File: config.mk
export PLATFORM = sky130hd
export DESIGN_NAME = radix_digit_conversion_unit
export DESIGN_NICKNAME = d
export VERILOG_FILES = /design/src/hw/rtl/rdc_pkg.sv /design/src/hw/rtl/rdc_dpath.sv /design/src/hw/rtl/rdc_ctrl.sv /design/src/hw/rtl/radix_digit_conversion_unit.sv
export SDC_FILE = /design/constraint.sdc
export NUM_CORES = 1
export LEC_CHECK = 0
export ABC_AREA = 1
export BUFFER_PORTS_ARGS = -buffer_cell sky130_fd_sc_hd__buf_2
export CAP_MARGIN = 40
export CORE_UTILIZATION = 55
export CTS_CLUSTER_DIAMETER = 30
export DETAILED_ROUTE_END_ITERATION = 10
export MAX_ROUTING_LAYER = met4
export PLACE_DENSITY = 0.75
export SLEW_MARGIN = 20
export SYNTH_ARGS = -nofsm -noshare
export SYNTH_HDL_FRONTEND = slang
export SYNTH_SLANG_ARGS = --single-unit
File: constraint.sdc
create_clock -name aclk -period 23.5 [get_ports aclk]
set_input_delay 7.05 -clock aclk [delete_from_list [all_inputs] [get_ports aclk]]
set_output_delay 7.05 -clock aclk [all_outputs]
set_load 0.01 [all_outputs]
File: src/hw/rtl/rdc_pkg.sv
`timescale 1ns / 1ps

package rdc_pkg;

    localparam int MAX_DIGITS_DEF = 32;

    localparam int VALUE_W  = 31;
    localparam int DIGIT_W  = 4;
    localparam int RADIX_W  = 4;

    localparam logic [RADIX_W-1:0] RADIX_RESET = RADIX_W'(2);
    localparam logic [RADIX_W-1:0] RADIX_MIN   = RADIX_W'(2);
    localparam logic [RADIX_W-1:0] RADIX_MAX   = RADIX_W'(10);

    // dividend register and bits retired per division beat
    localparam int DIV_W     = 32;
    localparam int STEP_BITS = 8;
    localparam int DIV_BEATS = DIV_W / STEP_BITS;
    localparam int BEAT_W    = $clog2(DIV_BEATS);

    localparam int S_TDATA_W = 32;
    localparam int M_TDATA_W = 8;

    typedef enum logic [1:0] {
        ST_IDLE,
        ST_DIV,
        ST_EMIT
    } rdc_state_t;

    typedef struct packed {
        logic load;
        logic step;
        logic push;
        logic pop;
    } rdc_cmd_t;

    typedef struct packed {
        logic in_zero;
        logic quo_zero;
        logic count_zero;
        logic out_free;
    } rdc_sts_t;

endpackage

File: src/hw/rtl/rdc_dpath.sv
`timescale 1ns / 1ps

module rdc_dpath #(
    parameter int MaxDigits = rdc_pkg::MAX_DIGITS_DEF
) (
    input  logic                              aclk,
    input  logic                              aresetn,
    input  logic                              cfg_wen,
    input  logic [rdc_pkg::RADIX_W-1:0]       cfg_wdata,
    input  logic [rdc_pkg::VALUE_W-1:0]       s_value,
    input  logic                              m_tready,
    input  rdc_pkg::rdc_cmd_t                 cmd,
    output rdc_pkg::rdc_sts_t                 sts,
    output logic                              m_valid,
    output logic [rdc_pkg::DIGIT_W-1:0]       m_digit,
    output logic                              m_last
);
    import rdc_pkg::*;

    localparam int CNT_W  = $clog2(MaxDigits + 1);
    localparam int ADDR_W = $clog2(MaxDigits);

    logic [RADIX_W-1:0]   radix_reg;
    logic [RADIX_W-1:0]   eff_radix;
    logic [DIV_W-1:0]     val_reg;
    logic [DIV_W-1:0]     val_step;
    logic [DIGIT_W-1:0]   rem_reg;
    logic [DIGIT_W-1:0]   rem_step;
    logic [DIGIT_W:0]     trial;
    logic [STEP_BITS-1:0] qbits;
    logic [CNT_W-1:0]     cnt_reg;
    logic [CNT_W-1:0]     cnt_dec;
    logic [ADDR_W-1:0]    rd_addr;
    logic                 store_room;
    logic [DIGIT_W-1:0]   digit_reg;
    logic                 last_reg;
    logic                 valid_reg;

    logic [DIGIT_W-1:0]   store [MaxDigits];

    always_ff @(posedge aclk) begin
        if (!aresetn) begin
            radix_reg <= RADIX_RESET;
        end else if (cfg_wen) begin
            radix_reg <= cfg_wdata;
        end
    end

    always_comb begin
        if (radix_reg < RADIX_MIN) begin
            eff_radix = RADIX_MIN;
        end else if (radix_reg > RADIX_MAX) begin
            eff_radix = RADIX_MAX;
        end else begin
            eff_radix = radix_reg;
        end
    end

    // restoring division, remainder stays below the radix
    always_comb begin
        rem_step = rem_reg;
        trial    = '0;
        qbits    = '0;
        for (int i = 0; i < STEP_BITS; i++) begin
            trial = {rem_step, val_reg[DIV_W-1-i]};
            if (trial >= {1'b0, eff_radix}) begin
                qbits[STEP_BITS-1-i] = 1'b1;
                rem_step = DIGIT_W'(trial - {1'b0, eff_radix});
            end else begin
                qbits[STEP_BITS-1-i] = 1'b0;
                rem_step = trial[DIGIT_W-1:0];
            end
        end
    end

    // quotient bits fill in from the bottom as dividend bits leave the top
    assign val_step   = {val_reg[DIV_W-STEP_BITS-1:0], qbits};
    assign cnt_dec    = cnt_reg - CNT_W'(1);
    assign rd_addr    = cnt_dec[ADDR_W-1:0];
    assign store_room = (cnt_reg < CNT_W'(MaxDigits));

    always_ff @(posedge aclk) begin
        if (cmd.load) begin
            val_reg <= {{(DIV_W-VALUE_W){1'b0}}, s_value};
            rem_reg <= '0;
        end else if (cmd.step) begin
            val_reg <= val_step;
            rem_reg <= cmd.push ? '0 : rem_step;
        end
    end

    always_ff @(posedge aclk) begin
        if (!aresetn) begin
            cnt_reg <= '0;
        end else if (cmd.load) begin
            cnt_reg <= '0;
        end else if (cmd.push && store_room) begin
            cnt_reg <= cnt_reg + CNT_W'(1);
        end else if (cmd.pop) begin
            cnt_reg <= cnt_dec;
        end
    end

    always_ff @(posedge aclk) begin
        if (cmd.push && store_room) begin
            store[cnt_reg[ADDR_W-1:0]] <= rem_step;
        end
    end

    // read data register doubles as the output word
    always_ff @(posedge aclk) begin
        if (cmd.pop) begin
            digit_reg <= store[rd_addr];
            last_reg  <= (cnt_dec == '0);
        end
    end

    always_ff @(posedge aclk) begin
        if (!aresetn) begin
            valid_reg <= 1'b0;
        end else if (cmd.pop) begin
            valid_reg <= 1'b1;
        end else if (m_tready) begin
            valid_reg <= 1'b0;
        end
    end

    assign sts.in_zero    = (s_value == '0);
    assign sts.quo_zero   = (val_step == '0);
    assign sts.count_zero = (cnt_reg == '0);
    assign sts.out_free   = !valid_reg || m_tready;

    assign m_valid = valid_reg;
    assign m_digit = digit_reg;
    assign m_last  = last_reg;

endmodule

File: src/hw/rtl/rdc_ctrl.sv
`timescale 1ns / 1ps

module rdc_ctrl (
    input  logic              aclk,
    input  logic              aresetn,
    input  logic              s_tvalid,
    output logic              s_tready,
    input  rdc_pkg::rdc_sts_t sts,
    output rdc_pkg::rdc_cmd_t cmd
);
    import rdc_pkg::*;

    localparam logic [BEAT_W-1:0] BEAT_LAST = BEAT_W'(DIV_BEATS - 1);

    rdc_state_t        state_reg;
    rdc_state_t        state_next;
    logic [BEAT_W-1:0] beat_reg;
    logic [BEAT_W-1:0] beat_next;

    always_ff @(posedge aclk) begin
        if (!aresetn) begin
            state_reg <= ST_IDLE;
            beat_reg  <= '0;
        end else begin
            state_reg <= state_next;
            beat_reg  <= beat_next;
        end
    end

    always_comb begin
        state_next = state_reg;
        unique case (state_reg)
            ST_IDLE: begin
                if (s_tvalid && !sts.in_zero) begin
                    state_next = ST_DIV;
                end
            end
            ST_DIV: begin
                if (beat_reg == BEAT_LAST && sts.quo_zero) begin
                    state_next = ST_EMIT;
                end
            end
            ST_EMIT: begin
                if (sts.count_zero) begin
                    state_next = ST_IDLE;
                end
            end
            default: begin
                state_next = ST_IDLE;
            end
        endcase
    end

    always_comb begin
        cmd       = '0;
        s_tready  = 1'b0;
        beat_next = beat_reg;
        unique case (state_reg)
            ST_IDLE: begin
                s_tready  = 1'b1;
                cmd.load  = s_tvalid;
                beat_next = '0;
            end
            ST_DIV: begin
                cmd.step  = 1'b1;
                cmd.push  = (beat_reg == BEAT_LAST);
                beat_next = beat_reg + BEAT_W'(1);
            end
            ST_EMIT: begin
                cmd.pop = !sts.count_zero && sts.out_free;
            end
            default: begin
                beat_next = '0;
            end
        endcase
    end

endmodule

File: src/hw/rtl/radix_digit_conversion_unit.sv
`timescale 1ns / 1ps
// conversion: the divider passes over the whole dividend once per digit, and the
// first digit word is valid only after every digit of the value is in the store
// flow: one value at a time, set by the 8-bit-per-cycle divider and the
// one-read-per-cycle digit store pop, which waits while the output word is held
// a zero value is taken in the idle state and gives no word
// reset: aresetn, synchronous, active low; radix returns to 2, output empties
module radix_digit_conversion_unit #(
    parameter int MAX_DIGITS = rdc_pkg::MAX_DIGITS_DEF
) (
    input  logic                              aclk,
    input  logic                              aresetn,
    input  logic                              cfg_wen,
    input  logic [rdc_pkg::RADIX_W-1:0]       cfg_wdata,
    input  logic                              s_tvalid,
    output logic                              s_tready,
    input  logic [rdc_pkg::S_TDATA_W-1:0]     s_tdata,   // value[30:0], pad
    output logic                              m_tvalid,
    input  logic                              m_tready,
    output logic [rdc_pkg::M_TDATA_W-1:0]     m_tdata,   // digit[3:0], pad
    output logic                              m_tlast
);
    import rdc_pkg::*;

    rdc_cmd_t           cmd;
    rdc_sts_t           sts;
    logic [DIGIT_W-1:0] m_digit;

    rdc_ctrl u_ctrl (
        .aclk     (aclk),
        .aresetn  (aresetn),
        .s_tvalid (s_tvalid),
        .s_tready (s_tready),
        .sts      (sts),
        .cmd      (cmd)
    );

    rdc_dpath #(
        .MaxDigits (MAX_DIGITS)
    ) u_dpath (
        .aclk      (aclk),
        .aresetn   (aresetn),
        .cfg_wen   (cfg_wen),
        .cfg_wdata (cfg_wdata),
        .s_value   (s_tdata[VALUE_W-1:0]),
        .m_tready  (m_tready),
        .cmd       (cmd),
        .sts       (sts),
        .m_valid   (m_tvalid),
        .m_digit   (m_digit),
        .m_last    (m_tlast)
    );

    assign m_tdata = {{(M_TDATA_W-DIGIT_W){1'b0}}, m_digit};

`ifndef ASSERT_OFF
    a_pop_slot_free: assert property (@(posedge aclk) disable iff (!aresetn)
        cmd.pop |-> (!m_tvalid || m_tready))
        else $error("digit popped while output word still held");

    a_pop_has_digit: assert property (@(posedge aclk) disable iff (!aresetn)
        cmd.pop |-> !sts.count_zero)
        else $error("digit popped from empty store");

    a_digit_range: assert property (@(posedge aclk) disable iff (!aresetn)
        m_tvalid |-> (m_tdata[DIGIT_W-1:0] <= DIGIT_W'(9)))
        else $error("digit out of range");

    a_nonzero_busy: assert property (@(posedge aclk) disable iff (!aresetn)
        (s_tvalid && s_tready && !sts.in_zero) |=> !s_tready)
        else $error("nonzero value did not start a conversion");
`endif

endmodule
# After elaboration in Yosys (flattened, before gate mapping)
# Memory sizes are Yosys's and may differ from the RTL's. A register that Yosys moved wholly into a read port is not among the register bits.
# Cells that the tools add are included.
[op_classes]
add_sub_neg = 11
n_lt_le_gt_ge = 11
n_eq_ne = 6
mux = 36
bitwise_logic = 1
n_reduce_logical = 18
[ops]
columns = ["cell", "count"]
rows = [
  ["two-way mux 31 bit", 2],
  ["two-way mux 4 bit", 11],
  ["greater-or-equal comparator 5 x 4 -> 1 bit", 8],
  ["zero test 32 bit", 1],
  ["subtractor 4 bit", 8],
  ["zero test 31 bit", 1],
  ["two-way mux 1 bit", 15],
  ["zero test 6 bit", 2],
  ["two-way mux 6 bit", 2],
  ["two-way mux 2 bit", 4],
  ["adder 6 x 1 -> 6 bit, second input constant", 1],
  ["< comparator 6 bit, second input constant", 1],
  ["!= test 2 x 1 -> 1 bit, second input constant", 3],
  ["case mux 2 bit (3 select lines)", 1],
  ["nonzero test 2 bit", 3],
  ["subtractor 6 x 1 -> 6 bit, second input constant", 1],
  ["equality test 2 bit, second input constant", 2],
  ["greater-than comparator 4 bit, second input constant", 1],
  ["logical AND 1 bit", 4],
  ["< comparator 4 x 2 -> 1 bit, second input constant", 1],
  ["case mux 2 bit (2 select lines)", 1],
  ["zero test 1 bit", 3],
  ["AND reduction 3 bit", 1],
  ["adder 2 x 1 -> 2 bit, second input constant", 1],
  ["other kinds (5)", 5],
]
[totals]
reg_bits = 52
ram_bits = 128
in_bits = 41
output_inout_bits = 11
word_cells = 93
n_memories = 1
[mem_list]
columns = ["name", "words", "width", "read_ports", "rd_ports_with_merged_regs", "wr", "line_no", "rtl"]
rows = [
  ["u_dpath.store", 32, 4, 1, 1, 1, "rdc_dpath.sv:39", "logic [DIGIT_W-1:0] store [MaxDigits];"],
]

# Logic depth before layout (Yosys ltp)
# Gate-level depths: netlist of the first run.
[logic_depth]
ltp_word = 23
depth_mapped = 83
depth_no_buf = 83

# By module
# From an unflattened synthesis of the first run, not the netlist that was laid out.
[unflattened]
cells_unflattened = 983
area_unflattened_um2 = 9654.3
[by_module_without_submodules]
columns = ["module", "instances", "cells_per_inst", "area_each_um2", "seq_area_each_um2"]
rows = [
  ["rdc_dpath", 1, 949, 9409.0, 5245.0],
  ["rdc_ctrl", 1, 29, 211.5, 80.1],
  ["radix_digit_conversion_unit", 1, 5, 33.8, 0.0],
]

# Worst setup path before layout of the first run
# No wires, ideal clock.
[synth_timing]
path_type = "register to register"
start = "register u_dpath.radix_reg[3]"
end = "memory u_dpath.store[0][0], data pin"
setup_ns = 0.284
arrival_ns = 11.335
required_time_ns = 23.216
setup_slack_ns = 11.882
stages_incl_launch_ff = 79
n_path_buf = 0
period_less_slack_ns = 11.618
cell_sequence = "dfxtp_1 > inv_1 > a21oi_1 > nor2_1 > nand2_1 > inv_1 > ha_1 > nand2_1 > clkinv_1 > nand2_1 > nand2_2 > nand2_4 > nand2_4 > nand2_1 > nand2_1 > ha_1 > a21oi_1 > o21bai_1 > [... 43 more ...] > ha_1 > a21oi_1 > inv_1 > nor2_1 > nor2_1 > nor3_1 > nand3_4 > nand2_1 > o21a_1 > inv_1 > ha_1 > nand2_1 > o21ai_0 > nand2_1 > nand2_1 > inv_1 > nand3_1 > and2_1"
[synth_between]
elab_chain_cells = 19
elab_cells_between_ends = 28
cone_classes = "8 x add/sub; 10 x order compare; 10 x mux"
[synth_lines]
columns = ["element", "line_no", "rtl"]
rows = [
  ["from (decl)", "rdc_dpath.sv:23", "logic [RADIX_W-1:0] radix_reg;"],
  ["from (signal assigned)", "rdc_dpath.sv:45", "radix_reg <= cfg_wdata;"],
  ["greater-than comparator 4 bit", "rdc_dpath.sv:52", "end else if (radix_reg > RADIX_MAX) begin"],
  ["two-way mux 4 bit", "rdc_dpath.sv:52", ""],
  ["two-way mux 4 bit *", "rdc_dpath.sv:50", "if (radix_reg < RADIX_MIN) begin"],
  ["subtractor 4 bit or greater-or-equal comparator 5 x 4 -> 1 bit (tied branches)", "rdc_dpath.sv:68, rdc_dpath.sv:66", ""],
  ["two-way mux 4 bit", "rdc_dpath.sv:66", "if (trial >= {1'b0, eff_radix}) begin"],
  ["subtractor 4 bit or greater-or-equal comparator 5 x 4 -> 1 bit (tied branches)", "rdc_dpath.sv:68, rdc_dpath.sv:66", ""],
  ["two-way mux 4 bit", "rdc_dpath.sv:66", ""],
  ["subtractor 4 bit or greater-or-equal comparator 5 x 4 -> 1 bit (tied branches)", "rdc_dpath.sv:68, rdc_dpath.sv:66", ""],
  ["[... 4 more ...]", "n/a", ""],
  ["two-way mux 4 bit", "rdc_dpath.sv:66", ""],
  ["subtractor 4 bit or greater-or-equal comparator 5 x 4 -> 1 bit (tied branches)", "rdc_dpath.sv:68, rdc_dpath.sv:66", ""],
  ["two-way mux 4 bit", "rdc_dpath.sv:66", ""],
  ["subtractor 4 bit or greater-or-equal comparator 5 x 4 -> 1 bit (tied branches)", "rdc_dpath.sv:68, rdc_dpath.sv:66", ""],
  ["two-way mux 4 bit", "rdc_dpath.sv:66", ""],
  ["greater-or-equal comparator 5 x 4 -> 1 bit", "rdc_dpath.sv:66", ""],
  ["two-way mux 4 bit *", "rdc_dpath.sv:66", ""],
  ["named net u_dpath.rem_step[0]", "rdc_dpath.sv:28", "logic [DIGIT_W-1:0] rem_step;"],
  ["to (decl)", "rdc_dpath.sv:39", ""],
]
# Mark *: on every way through the listed nets, which the timed path passes. The rest lies on a longest branch.

# Final worst setup path of the first run
[layout_timing]
start = "register u_dpath.radix_reg[3]"
end = "memory u_dpath.store[27][2], data pin"
[layout_between]
elab_chain_cells = 19
elab_cells_between_ends = 28
cone_classes = "8 x add/sub; 10 x order compare; 10 x mux"
[layout_lines]
columns = ["element", "line_no"]
rows = [
  ["greater-than comparator 4 bit", "rdc_dpath.sv:52"],
  ["two-way mux 4 bit", "rdc_dpath.sv:52"],
  ["two-way mux 4 bit *", "rdc_dpath.sv:50"],
  ["subtractor 4 bit or greater-or-equal comparator 5 x 4 -> 1 bit (tied branches)", "rdc_dpath.sv:68, rdc_dpath.sv:66"],
  ["two-way mux 4 bit", "rdc_dpath.sv:66"],
  ["subtractor 4 bit or greater-or-equal comparator 5 x 4 -> 1 bit (tied branches)", "rdc_dpath.sv:68, rdc_dpath.sv:66"],
  ["two-way mux 4 bit", "rdc_dpath.sv:66"],
  ["subtractor 4 bit or greater-or-equal comparator 5 x 4 -> 1 bit (tied branches)", "rdc_dpath.sv:68, rdc_dpath.sv:66"],
  ["[... 4 more ...]", "n/a"],
  ["two-way mux 4 bit", "rdc_dpath.sv:66"],
  ["subtractor 4 bit or greater-or-equal comparator 5 x 4 -> 1 bit (tied branches)", "rdc_dpath.sv:68, rdc_dpath.sv:66"],
  ["two-way mux 4 bit", "rdc_dpath.sv:66"],
  ["greater-or-equal comparator 5 x 4 -> 1 bit or subtractor 4 bit (tied branches)", "rdc_dpath.sv:66, rdc_dpath.sv:68"],
  ["two-way mux 4 bit", "rdc_dpath.sv:66"],
  ["subtractor 4 bit or greater-or-equal comparator 5 x 4 -> 1 bit (tied branches)", "rdc_dpath.sv:68, rdc_dpath.sv:66"],
  ["two-way mux 4 bit *", "rdc_dpath.sv:66"],
  ["named net u_dpath.rem_step[2]", "rdc_dpath.sv:28"],
]
# Marked as above.

==> results of run 1 <==
critical path: cells and delay by family, from the launching register on:
kind	cells	cell delay (ns)
compound gates	13	2.54
simple gates	45	6.45
fa+ha+maj	8	2.48
buf+inv	13	2.04
flops	1	0.30
layout by cell type (no fill, tap or decap), drive strengths merged, types with 2 or more instances in the layout:
master / count
a21oi: 18
a41oi: 2
nor3: 14
bufinv: 2
edfxtp: 164
clkinv: 8
o211ai: 11
nand4: 9
nor2: 159
inv: 94
fa: 8
buf: 58
xor2: 12
clkinvlp: 3
a31oi: 12
conb: 4
clkbuf: 18
o21ai: 73
a211oi: 2
mux2i: 13
or2: 5
dfxtp: 20
o221ai: 13
nand3: 39
and2: 3
xnor2: 5
nand2: 171
o32ai: 19
ha: 39
nor4: 13
kinds of logic after synthesis:
logic type	count (synthesis)
XOR/XNOR	17
flip-flops	184
adder cells (fa/ha/maj)	47
AND/OR/NAND/NOR	415
multiplexers	13
buffers and inverters	126
other	1
AO/OA/AOI/OAI	155
per-layer routing:
layer | track usage | part of all wire
met5 | - | 0
met4 | 0.0949 | 0.025
met3 | 0.0389 | 0.047
met2 | 0.423 | 0.49
met1 | 0.316 | 0.44
path summary, 6_finish.rpt:
path,start,to,slack (ns),depth (start not counted)
setup / recovery,u_dpath.radix_reg[3],u_dpath.store[27][2],9.46,79
hold / removal,u_dpath.rem_reg[3],u_dpath.rem_reg[3],0.47,2
setup reg to reg,u_dpath.radix_reg[3],u_dpath.store[27][2],9.46,79
hold reg to reg,u_dpath.rem_reg[3],u_dpath.rem_reg[3],0.47,2
stage by stage:
step | util | worst slack [ns] | hold slack (ns) | cell area, um2 | instances
global placement | 0.595 | 9.67 | 0.453 | 10000 | 1199
CTS | 0.636 | 9.58 | 0.477 | 10700 | 1236
floorplan | - | 11.88 | 0.442 | 9600 | 961
finish | 0.637 | 9.46 | 0.473 | 10700 | 1238
detailed placement | 0.601 | 9.59 | 0.468 | 10100 | 1204
global route | 0.637 | 8.25 | 0.498 | 10700 | 1238
area by class of cell:
cell class	instances	area share
sequential	184	0.497
multi-input combinational	651	0.354
clock buffer	18	0.0400
timing repair buffer	58	0.0357
inverter	93	0.0326
tap	220	0.0257
clock inverter	14	0.0155
==> summary.txt, run 1 <==
Logic synthesis
  – Xor-xnor portion of the synthesized cell area: 0.0155
  – Multiplexer share of the synthesized area: 0.0136
  – Sequential fraction of the synthesis area: 0.555
  – Synth Cell Area: 9590 um2
  – EDFF count, synth: 164
  – Simple-gate portion of the synthesized area: 0.195
  – Syn. warnings: 0
  – Mapped Avg Cell Area: 10.0 um2
  – Synth async-reset ratio: 0
  – Post-synthesis cell type count: 46
  – Synth top area share: 0.513
  – Post-synth top area cell: edfxtp_1
  – Synthesized netlist cell count: 958
  – Main combinational cell family by area after synthesis: simple AND/OR/NAND/NOR gates
  – Synth Register Bits: 184
  – Post-synth top cells: 164 x edfxtp_1, 159 x nand2_1, 153 x nor2_1
  – Compound-cell area share of the yosys netlist: 0.102
  – Area contributors post-synth: edfxtp_1 51%, nand2_1 6.2%, nor2_1 6.0%
  – Adder-Cell Fraction of Synth Area: 0.0676
  – Top FF cell, synth: edfxtp_1
  – Most common cell in the netlist: edfxtp_1

Critical path
  – CP Data Arrival Time: 14.22 ns
  – CP max stage delay: 0.51 ns
  – CP endpoint kind: flop
  – Cell mode on critical path: nand2_1
  – Startpoint types: flop
  – Critical Path Fanout Max: 17
  – Slowest stage cell, crit path: inv_1
  – Setup CP Type: flop to flop
  – Req. time, crit path: 23.68 ns

Cells and area
  – Flip-flop and latch area: 5330 um2
  – Area delta synth->final: 11.8%
  – Ant diodes: 0
  – Multi-input gate area: 3790 um2
  – Share of cells above drive strength 1: 0.124
  – # nets final: 1093
  – Filler cell count: 1349
  – Largest register FFs: 128

Timing
  – RSZ-0062 raised after global routing: false
  – Headroom to the max-slew limit: 0.439
  – Setup TNS: 0 ns
  – Worst-Margin Slew: 0.839 ns
  – Clock Skew: 0.0124 ns
  – Post-layout min period: 14.04 ns
  – Setup violators final: 0
  – Final Max Slew Viols: 0
  – Maximum clock frequency: 71.2 MHz
  – Crit share post-route: 0.598
  – Final hold viol count: 0

Global routing
  – First-pass GRT wire length: 33800 um
  – Total congestion overflow: 0
  – Initial antenna violation count: 0
  – All-Layer GR Usage: 0.254
  – Vias in the first global route: 6642
  – Largest net degree at the start of global routing: 70

Worst hold path
  – Min-Delay Path Class: flop to flop

Floorplanning
  – Die area: 18000 um2
  – IO Pins: 52
  – Die X: 134 um
  – Site Rows: 47
  – Core footprint: 16800 um2
  – Die height: 134 um
  – Initial Util: 0.570

Placement
  – DP HPWL: 14300 um
  – Gpl congestion: 0.899
  – IO Port Bufs: 46

Outcome
  – Status: complete, no violations

Clock network
  – CTS tree: done
  – Root Driver: clkbuf_16
  – Post-CTS Setup Repair Bufs: 0
  – Clock Sinks: 184
  – H-tree Lvls: 4
  – CTS clock-pin slew for the worst setup and hold paths: 0.06 ns
  – CTS buffer count: 17
  – Hold_buf cts: 0
  – Post-CTS sizing: 0
  – Clk_lat worst skew: 0.44 ns
  – CTS Buffer Depth: 2

Drt
  – Vias: 6995
  – Initial drt markers: 470
  – Drt drc: 0
  – Drt pass-1 iters: 5
  – ANT nets after route: 0
  – Via density: 5.65
  – WL per Instance: 16.9 um
  – Drt total wl: 20900 um

Job
  – Number of max-cap violations: 0
Power of run 1 is not shown: default switching activity piles up to over one toggle a cycle in this logic, so the estimate is an artifact.
==> inputs of run 2 (changes only) <==
--- a/config.mk
+++ b/config.mk
@@ -12,7 +12,7 @@
 export CTS_CLUSTER_DIAMETER = 30
 export DETAILED_ROUTE_END_ITERATION = 10
 export MAX_ROUTING_LAYER = met4
-export PLACE_DENSITY = 0.75
+export PLACE_DENSITY = 0.78
 export SLEW_MARGIN = 20
 export SYNTH_ARGS = -nofsm -noshare
 export SYNTH_HDL_FRONTEND = slang
==> constraint.sdc (replaced) <==
create_clock -name aclk -period 11.4 [get_ports aclk]
set_input_delay 3.42 -clock aclk [delete_from_list [all_inputs] [get_ports aclk]]
set_output_delay 3.42 -clock aclk [all_outputs]
set_load 0.01 [all_outputs]
==> summary.txt, run 2 (synthesis gave the netlist of run 1 again) <==
Cells and area
  – Commonest non-fill, non-tap cell in the layout: edfxtp_1 (unchanged)
  – Final core occ: 0.672 (was 0.637)
  – Largest register FFs: 128 (unchanged)
  – Ant diodes: 0 (unchanged)
  – # nets final: 1127 (was 1093)
  – Most frequent cells in the layout: 164 x edfxtp_1, 150 x nor2_1, 147 x nand2_1, 81 x inv_1, 66 x o21ai_0 (was 164 x edfxtp_1, 159 x nand2_1, 153 x nor2_1, 85 x inv_1, 69 x o21ai_0)
  – Area delta synth->final: 17.9% (was 11.8%)
  – Share of cells above drive strength 1: 0.205 (was 0.124)
  – Filler-free cell count of the finished design: 1272 (was 1238)

Timing
  – Headroom to the max-slew limit: 0.481 (was 0.439)
  – Clock Skew: 0.0121 ns (was 0.0124 ns)
  – Setup violators final: 0 (unchanged)
  – Post-layout min period: 10.78 ns (was 14.04 ns)
  – Final Max Slew Viols: 0 (unchanged)
  – Maximum clock frequency: 92.8 MHz (was 71.2 MHz)
  – Worst-Margin Slew: 0.774 ns (was 0.839 ns)
  – Crit share post-route: 0.946 (was 0.598)
  – Final hold viol count: 0 (unchanged)
  – Hold Slack: 0.472 ns (was 0.473 ns)

Clock network
  – H-tree Lvls: 4 (unchanged)
  – CTS Buffer Depth: 2 (unchanged)
  – Hold_buf cts: 0 (unchanged)
  – CTS tree: done (unchanged)
  – Clk_lat worst skew: 0.44 ns (about the same)
  – Root Driver: clkbuf_16 (unchanged)
  – CTS clock-pin slew for the worst setup and hold paths: 0.07 ns (was 0.06 ns)
  – CTS buffer count: 17 (unchanged)
  – Clock Sinks: 184 (unchanged)

Placement
  – Placed Cells: 1221 (was 1204)
  – Gpl congestion: 0.866 (was 0.899)
  – IO Port Bufs: 46 (unchanged)
  – DP HPWL: 14700 um (was 14300 um)

Critical path
  – CP Data Arrival Time: 10.95 ns (was 14.22 ns)
  – Worst reg2reg path startpoint: u_dpath.radix_reg[2] (was u_dpath.radix_reg[3])
  – CP max stage delay: 0.38 ns (was 0.51 ns)
  – Cell mode on critical path: nand2_1 (unchanged)
  – Worst reg2reg endpoint: u_dpath.store[19][3] (was u_dpath.store[27][2])
  – Setup CP Type: flop to flop (unchanged)
  – CP endpoint kind: flop (unchanged)
  – Reg2reg setup slack: 0.62 ns (was 9.46 ns)
  – Slowest stage cell, crit path: ha_2 (was inv_1)
  – Req. time, crit path: 11.56 ns (was 23.68 ns)
  – Critical Path Fanout Max: 32 (was 17)
  – R2R cell count: 78 (was 79)
  – Startpoint types: flop (unchanged)

Outcome
  – Status: complete, no violations (unchanged)

Worst hold path
  – Worst Hold End: u_dpath.rem_reg[3] (unchanged)
  – Worst Hold Depth: 2 (unchanged)
  – Worst Hold Launch: u_dpath.rem_reg[3] (unchanged)
  – Min-Delay Path Class: flop to flop (unchanged)

Global routing
  – Met2 Usage GRT: 0.440 (was 0.423)
  – GR Util met3: 0.0457 (was 0.0389)
  – Vias in the first global route: 6908 (was 6642)
  – First-pass GRT wire length: 34900 um (was 33800 um)
  – Largest net degree at the start of global routing: 70 (unchanged)
  – Initial antenna violation count: 0 (unchanged)
  – GRT met1 Usage: 0.316 (about the same)
  – All-Layer GR Usage: 0.263 (was 0.254)
  – Total congestion overflow: 0 (unchanged)
  – Busiest grt layer: met2 (unchanged)

Job
  – Number of max-cap violations: 0 (unchanged)

Drt
  – WL per Instance: 18.1 um (was 16.9 um)
  – ANT nets after route: 0 (unchanged)
  – Vias: 7479 (was 6995)
  – Initial drt markers: 788 (was 470)
  – Drt drc: 0 (unchanged)
  – Drt pass-1 iters: 5 (unchanged)
  – Drt total wl: 23100 um (was 20900 um)
  – Via density: 5.88 (was 5.65)

Floorplanning
  – Die height: 134 um (unchanged)
  – IO Pins: 52 (unchanged)
  – Site Rows: 47 (unchanged)
  – Die area: 18000 um2 (unchanged)
  – Core footprint: 16800 um2 (unchanged)
  – Die X: 134 um (unchanged)
  – Initial Util: 0.570 (unchanged)
==> run 2: cell count changes in the layout (fill, tap and decap cells not counted), moves of 8 or more <==
cell / before / now
buf_4: 6 / 35
ha_1: 39 / 29
ha_4: 0 / 8
nand2_1: 159 / 147
nand2_2: 6 / 17
==> run 2: worst max-delay path by stage <==
stage / start / to
global route: u_dpath.radix_reg[2] / u_dpath.store[30][3]
detailed placement: u_dpath.radix_reg[3] / u_dpath.store[23][0]
CTS: u_dpath.radix_reg[3] / u_dpath.store[28][1]
finish: u_dpath.radix_reg[2] / u_dpath.store[19][3]
floorplan: u_dpath.radix_reg[3] / u_dpath.store[0][3]
global placement: u_dpath.radix_reg[3] / u_dpath.store[23][0]
==> run 2: through the flow <==
stage / worst slack, ns / TNS, ns / cell area [um2]
final: 0.619 / 0 / 11300
after global routing: -0.263 / -26.55 / 11300
after CTS: 0.0316 / 0 / 10900
after detailed placement: -0.530 / -54.94 / 10200
after global placement: -0.295 / -25.47 / 10200
after floorplan: 0.00483 / 0 / 9610
==> run 2: layer usage <==
| layer | share of wire | vias up |
|---|---|---|
| met1 | 0.39 | 3535 |
| met2 | 0.51 | 354 |
| met4 | 0.032 | 0 |
| li1 | - | 3526 |
| met3 | 0.067 | 64 |
| met5 | 0 | - |
==> run 2: timing repair <==
| item | 4_1_cts | 5_1_grt |
|---|---|---|
| setup endpoints to repair | 135 | 135 |
| cloned | 0 | 4 |
| buffers inserted | 0 | 14 |
| pin swaps | 0 | 23 |
| gates resized for setup | 7 | 65 |
==> run 2: area by class of cell <==
| type | instances | area [um2] |
|---|---|---|
| flip-flops and latches | 184 | 5330 |
| clock inverters | 15 | 178 |
| repair buffers | 89 | 638 |
| multi-input cells | 654 | 4120 |
| fillers | 1240 | 5510 |
| inverters | 93 | 349 |
| clock buffers | 17 | 425 |
| well taps | 220 | 275 |
==> run 2: worst max-delay path, delay by kind of cell (launching register included) <==
kind,cells,cell delay (ns)
AO/OA/AOI/OAI,12,1.79
AND/OR/NAND/NOR,46,4.92
flip-flops,1,0.30
buffers and inverters,12,1.14
adder cells (fa/ha/maj),8,2.32
Power of run 2 is left out for the same reason.
==> inputs of run 3 (changes only) <==
--- a/config.mk
+++ b/config.mk
@@ -6,13 +6,13 @@
 export NUM_CORES = 1
 export LEC_CHECK = 0
 export ABC_AREA = 1
-export BUFFER_PORTS_ARGS = -buffer_cell sky130_fd_sc_hd__buf_2
 export CAP_MARGIN = 40
 export CORE_UTILIZATION = 55
 export CTS_CLUSTER_DIAMETER = 30
 export DETAILED_ROUTE_END_ITERATION = 10
+export DONT_BUFFER_PORTS = 1
 export MAX_ROUTING_LAYER = met4
-export PLACE_DENSITY = 0.78
+export PLACE_DENSITY = 0.75
 export SLEW_MARGIN = 20
 export SYNTH_ARGS = -nofsm -noshare
 export SYNTH_HDL_FRONTEND = slang
==> summary.txt, run 3 (synthesis gave the netlist of run 1 again) <==
Outcome
  – Status: complete, no violations (unchanged)

Drt
  – Vias: 7047 (was 7479)
  – Drt pass-1 iters: 5 (unchanged)
  – ANT nets after route: 0 (unchanged)
  – Drt drc: 0 (unchanged)
  – Via density: 5.80 (was 5.88)
  – Initial drt markers: 533 (was 788)
  – Drt total wl: 21600 um (was 23100 um)
  – WL per Instance: 17.7 um (was 18.1 um)

Cells and area
  – Flip-flop and latch area: 5330 um2 (about the same)
  – Design area: 10900 um2 (was 11300 um2)
  – Filler cell count: 1313 (was 1240)
  – Filler-free cell count of the finished design: 1216 (was 1272)
  – Ant diodes: 0 (unchanged)
  – Final core occ: 0.649 (was 0.672)
  – Share of cells above drive strength 1: 0.144 (was 0.205)
  – # nets final: 1071 (was 1127)
  – Commonest non-fill, non-tap cell in the layout: edfxtp_1 (unchanged)
  – Largest register FFs: 128 (unchanged)
  – Most frequent cells in the layout: 164 x edfxtp_1, 153 x nand2_1, 151 x nor2_1, 83 x inv_1, 66 x o21ai_0 (was 164 x edfxtp_1, 150 x nor2_1, 147 x nand2_1, 81 x inv_1, 66 x o21ai_0)
  – Multi-input gate area: 4020 um2 (was 4120 um2)
  – Area delta synth->final: 13.7% (was 17.9%)

Critical path
  – Critical Path Fanout Max: 32 (unchanged)
  – Startpoint types: flop (unchanged)
  – Cell mode on critical path: nand2_1 (unchanged)
  – CP endpoint kind: flop (unchanged)
  – Req. time, crit path: 11.56 ns (about the same)
  – Reg2reg setup slack: 0.62 ns (about the same)
  – Slowest stage cell, crit path: dfxtp_2 (was ha_2)
  – Setup CP Type: flop to flop (unchanged)
  – CP Data Arrival Time: 10.94 ns (was 10.95 ns)
  – CP max stage delay: 0.35 ns (was 0.38 ns)

Timing
  – Final hold viol count: 0 (unchanged)
  – Headroom to the max-slew limit: 0.451 (was 0.481)
  – Clock Skew: 0.00950 ns (was 0.0121 ns)
  – Hold Slack: 0.472 ns (about the same)
  – Setup violators final: 0 (unchanged)
  – Maximum clock frequency: 92.8 MHz (about the same)
  – Crit share post-route: 0.945 (was 0.946)
  – Final Max Slew Viols: 0 (unchanged)
  – Worst-Margin Slew: 0.821 ns (was 0.774 ns)
  – Post-layout min period: 10.78 ns (about the same)

Placement
  – Placed Cells: 1176 (was 1221)
  – Gpl congestion: 0.903 (was 0.866)
  – IO Port Bufs: 0 (was 46)
  – Placed Instance Area: 10000 um2 (was 10200 um2)
  – DP HPWL: 14500 um (was 14700 um)

Floorplanning
  – Die area: 18000 um2 (unchanged)
  – IO Pins: 52 (unchanged)
  – Die X: 134 um (unchanged)
  – Core footprint: 16800 um2 (unchanged)
  – Site Rows: 47 (unchanged)
  – Die height: 134 um (unchanged)
  – Initial Util: 0.570 (unchanged)

Clock network
  – Clk_lat worst skew: 0.43 ns (was 0.44 ns)
  – CTS Buffer Depth: 2 (unchanged)
  – CTS clock-pin slew for the worst setup and hold paths: 0.07 ns (about the same)
  – CTS buffer count: 17 (unchanged)
  – H-tree Lvls: 4 (unchanged)
  – CTS tree: done (unchanged)
  – Root Driver: clkbuf_16 (unchanged)
  – Clock Sinks: 184 (unchanged)

Global routing
  – First-pass GRT wire length: 33200 um (was 34900 um)
  – Largest net degree at the start of global routing: 71 (was 70)
  – Total congestion overflow: 0 (unchanged)
  – Initial antenna violation count: 0 (unchanged)
  – Vias in the first global route: 6675 (was 6908)
  – All-Layer GR Usage: 0.251 (was 0.263)

Job
  – Number of max-cap violations: 0 (unchanged)

Worst hold path
  – Min-Delay Path Class: flop to flop (unchanged)
run 3: metrics by stage:
step | worst slack (ns) | TNS, ns
final | 0.625 | 0
after floorplan | 0.00483 | 0
after global placement | -0.223 | -19.40
after detailed placement | -0.455 | -47.58
after CTS | 0.0545 | 0
after global routing | -0.201 | -19.30
run 3: critical path, delay by kind of cell (launching register included):
kind	cells	cell delay (ns)
AOI/OAI and AO/OA	10	1.53
adders and majority gates	8	2.35
buffers and inverters	14	1.39
DFF	1	0.35
and+or+nand+nor	47	4.84
run 3: area by class of cell:
type / instances / area share
multi-input combinational: 652 / 0.369
clock inverter: 15 / 0.0167
clock buffer: 17 / 0.0390
tap: 220 / 0.0252
inverter: 93 / 0.0320
sequential: 184 / 0.488
timing repair buffer: 35 / 0.0298
run 3: routing by layer:
layer  vias to the layer above  part of all wire  GRT usage
met5                         -                 0          -
met3                        51             0.058     0.0454
met2                       274              0.51      0.426
met4                         0             0.026     0.0886
li1                       3401                 -          -
met1                      3321              0.41      0.300
run 3: repair_timing:
item | 4_1_cts | 5_1_grt
cloned | 0 | 1
pin swaps | 0 | 15
hold buffers | 0 | 0
resized for setup | 7 | 43
setup endpoints to repair | 129 | 135
buffers inserted | 0 | 6
run 3: final timing paths:
path / startpoint / to / cells past startpoint
setup reg to reg: u_dpath.radix_reg[1] / u_dpath.store[27][3] / 79
hold / removal: u_ctrl.beat_reg[0] / u_ctrl.beat_reg[0] / 2
setup / recovery: u_dpath.radix_reg[1] / u_dpath.store[27][3] / 79
hold reg to reg: u_ctrl.beat_reg[0] / u_ctrl.beat_reg[0] / 2
Power of run 3 is left out for the same reason.
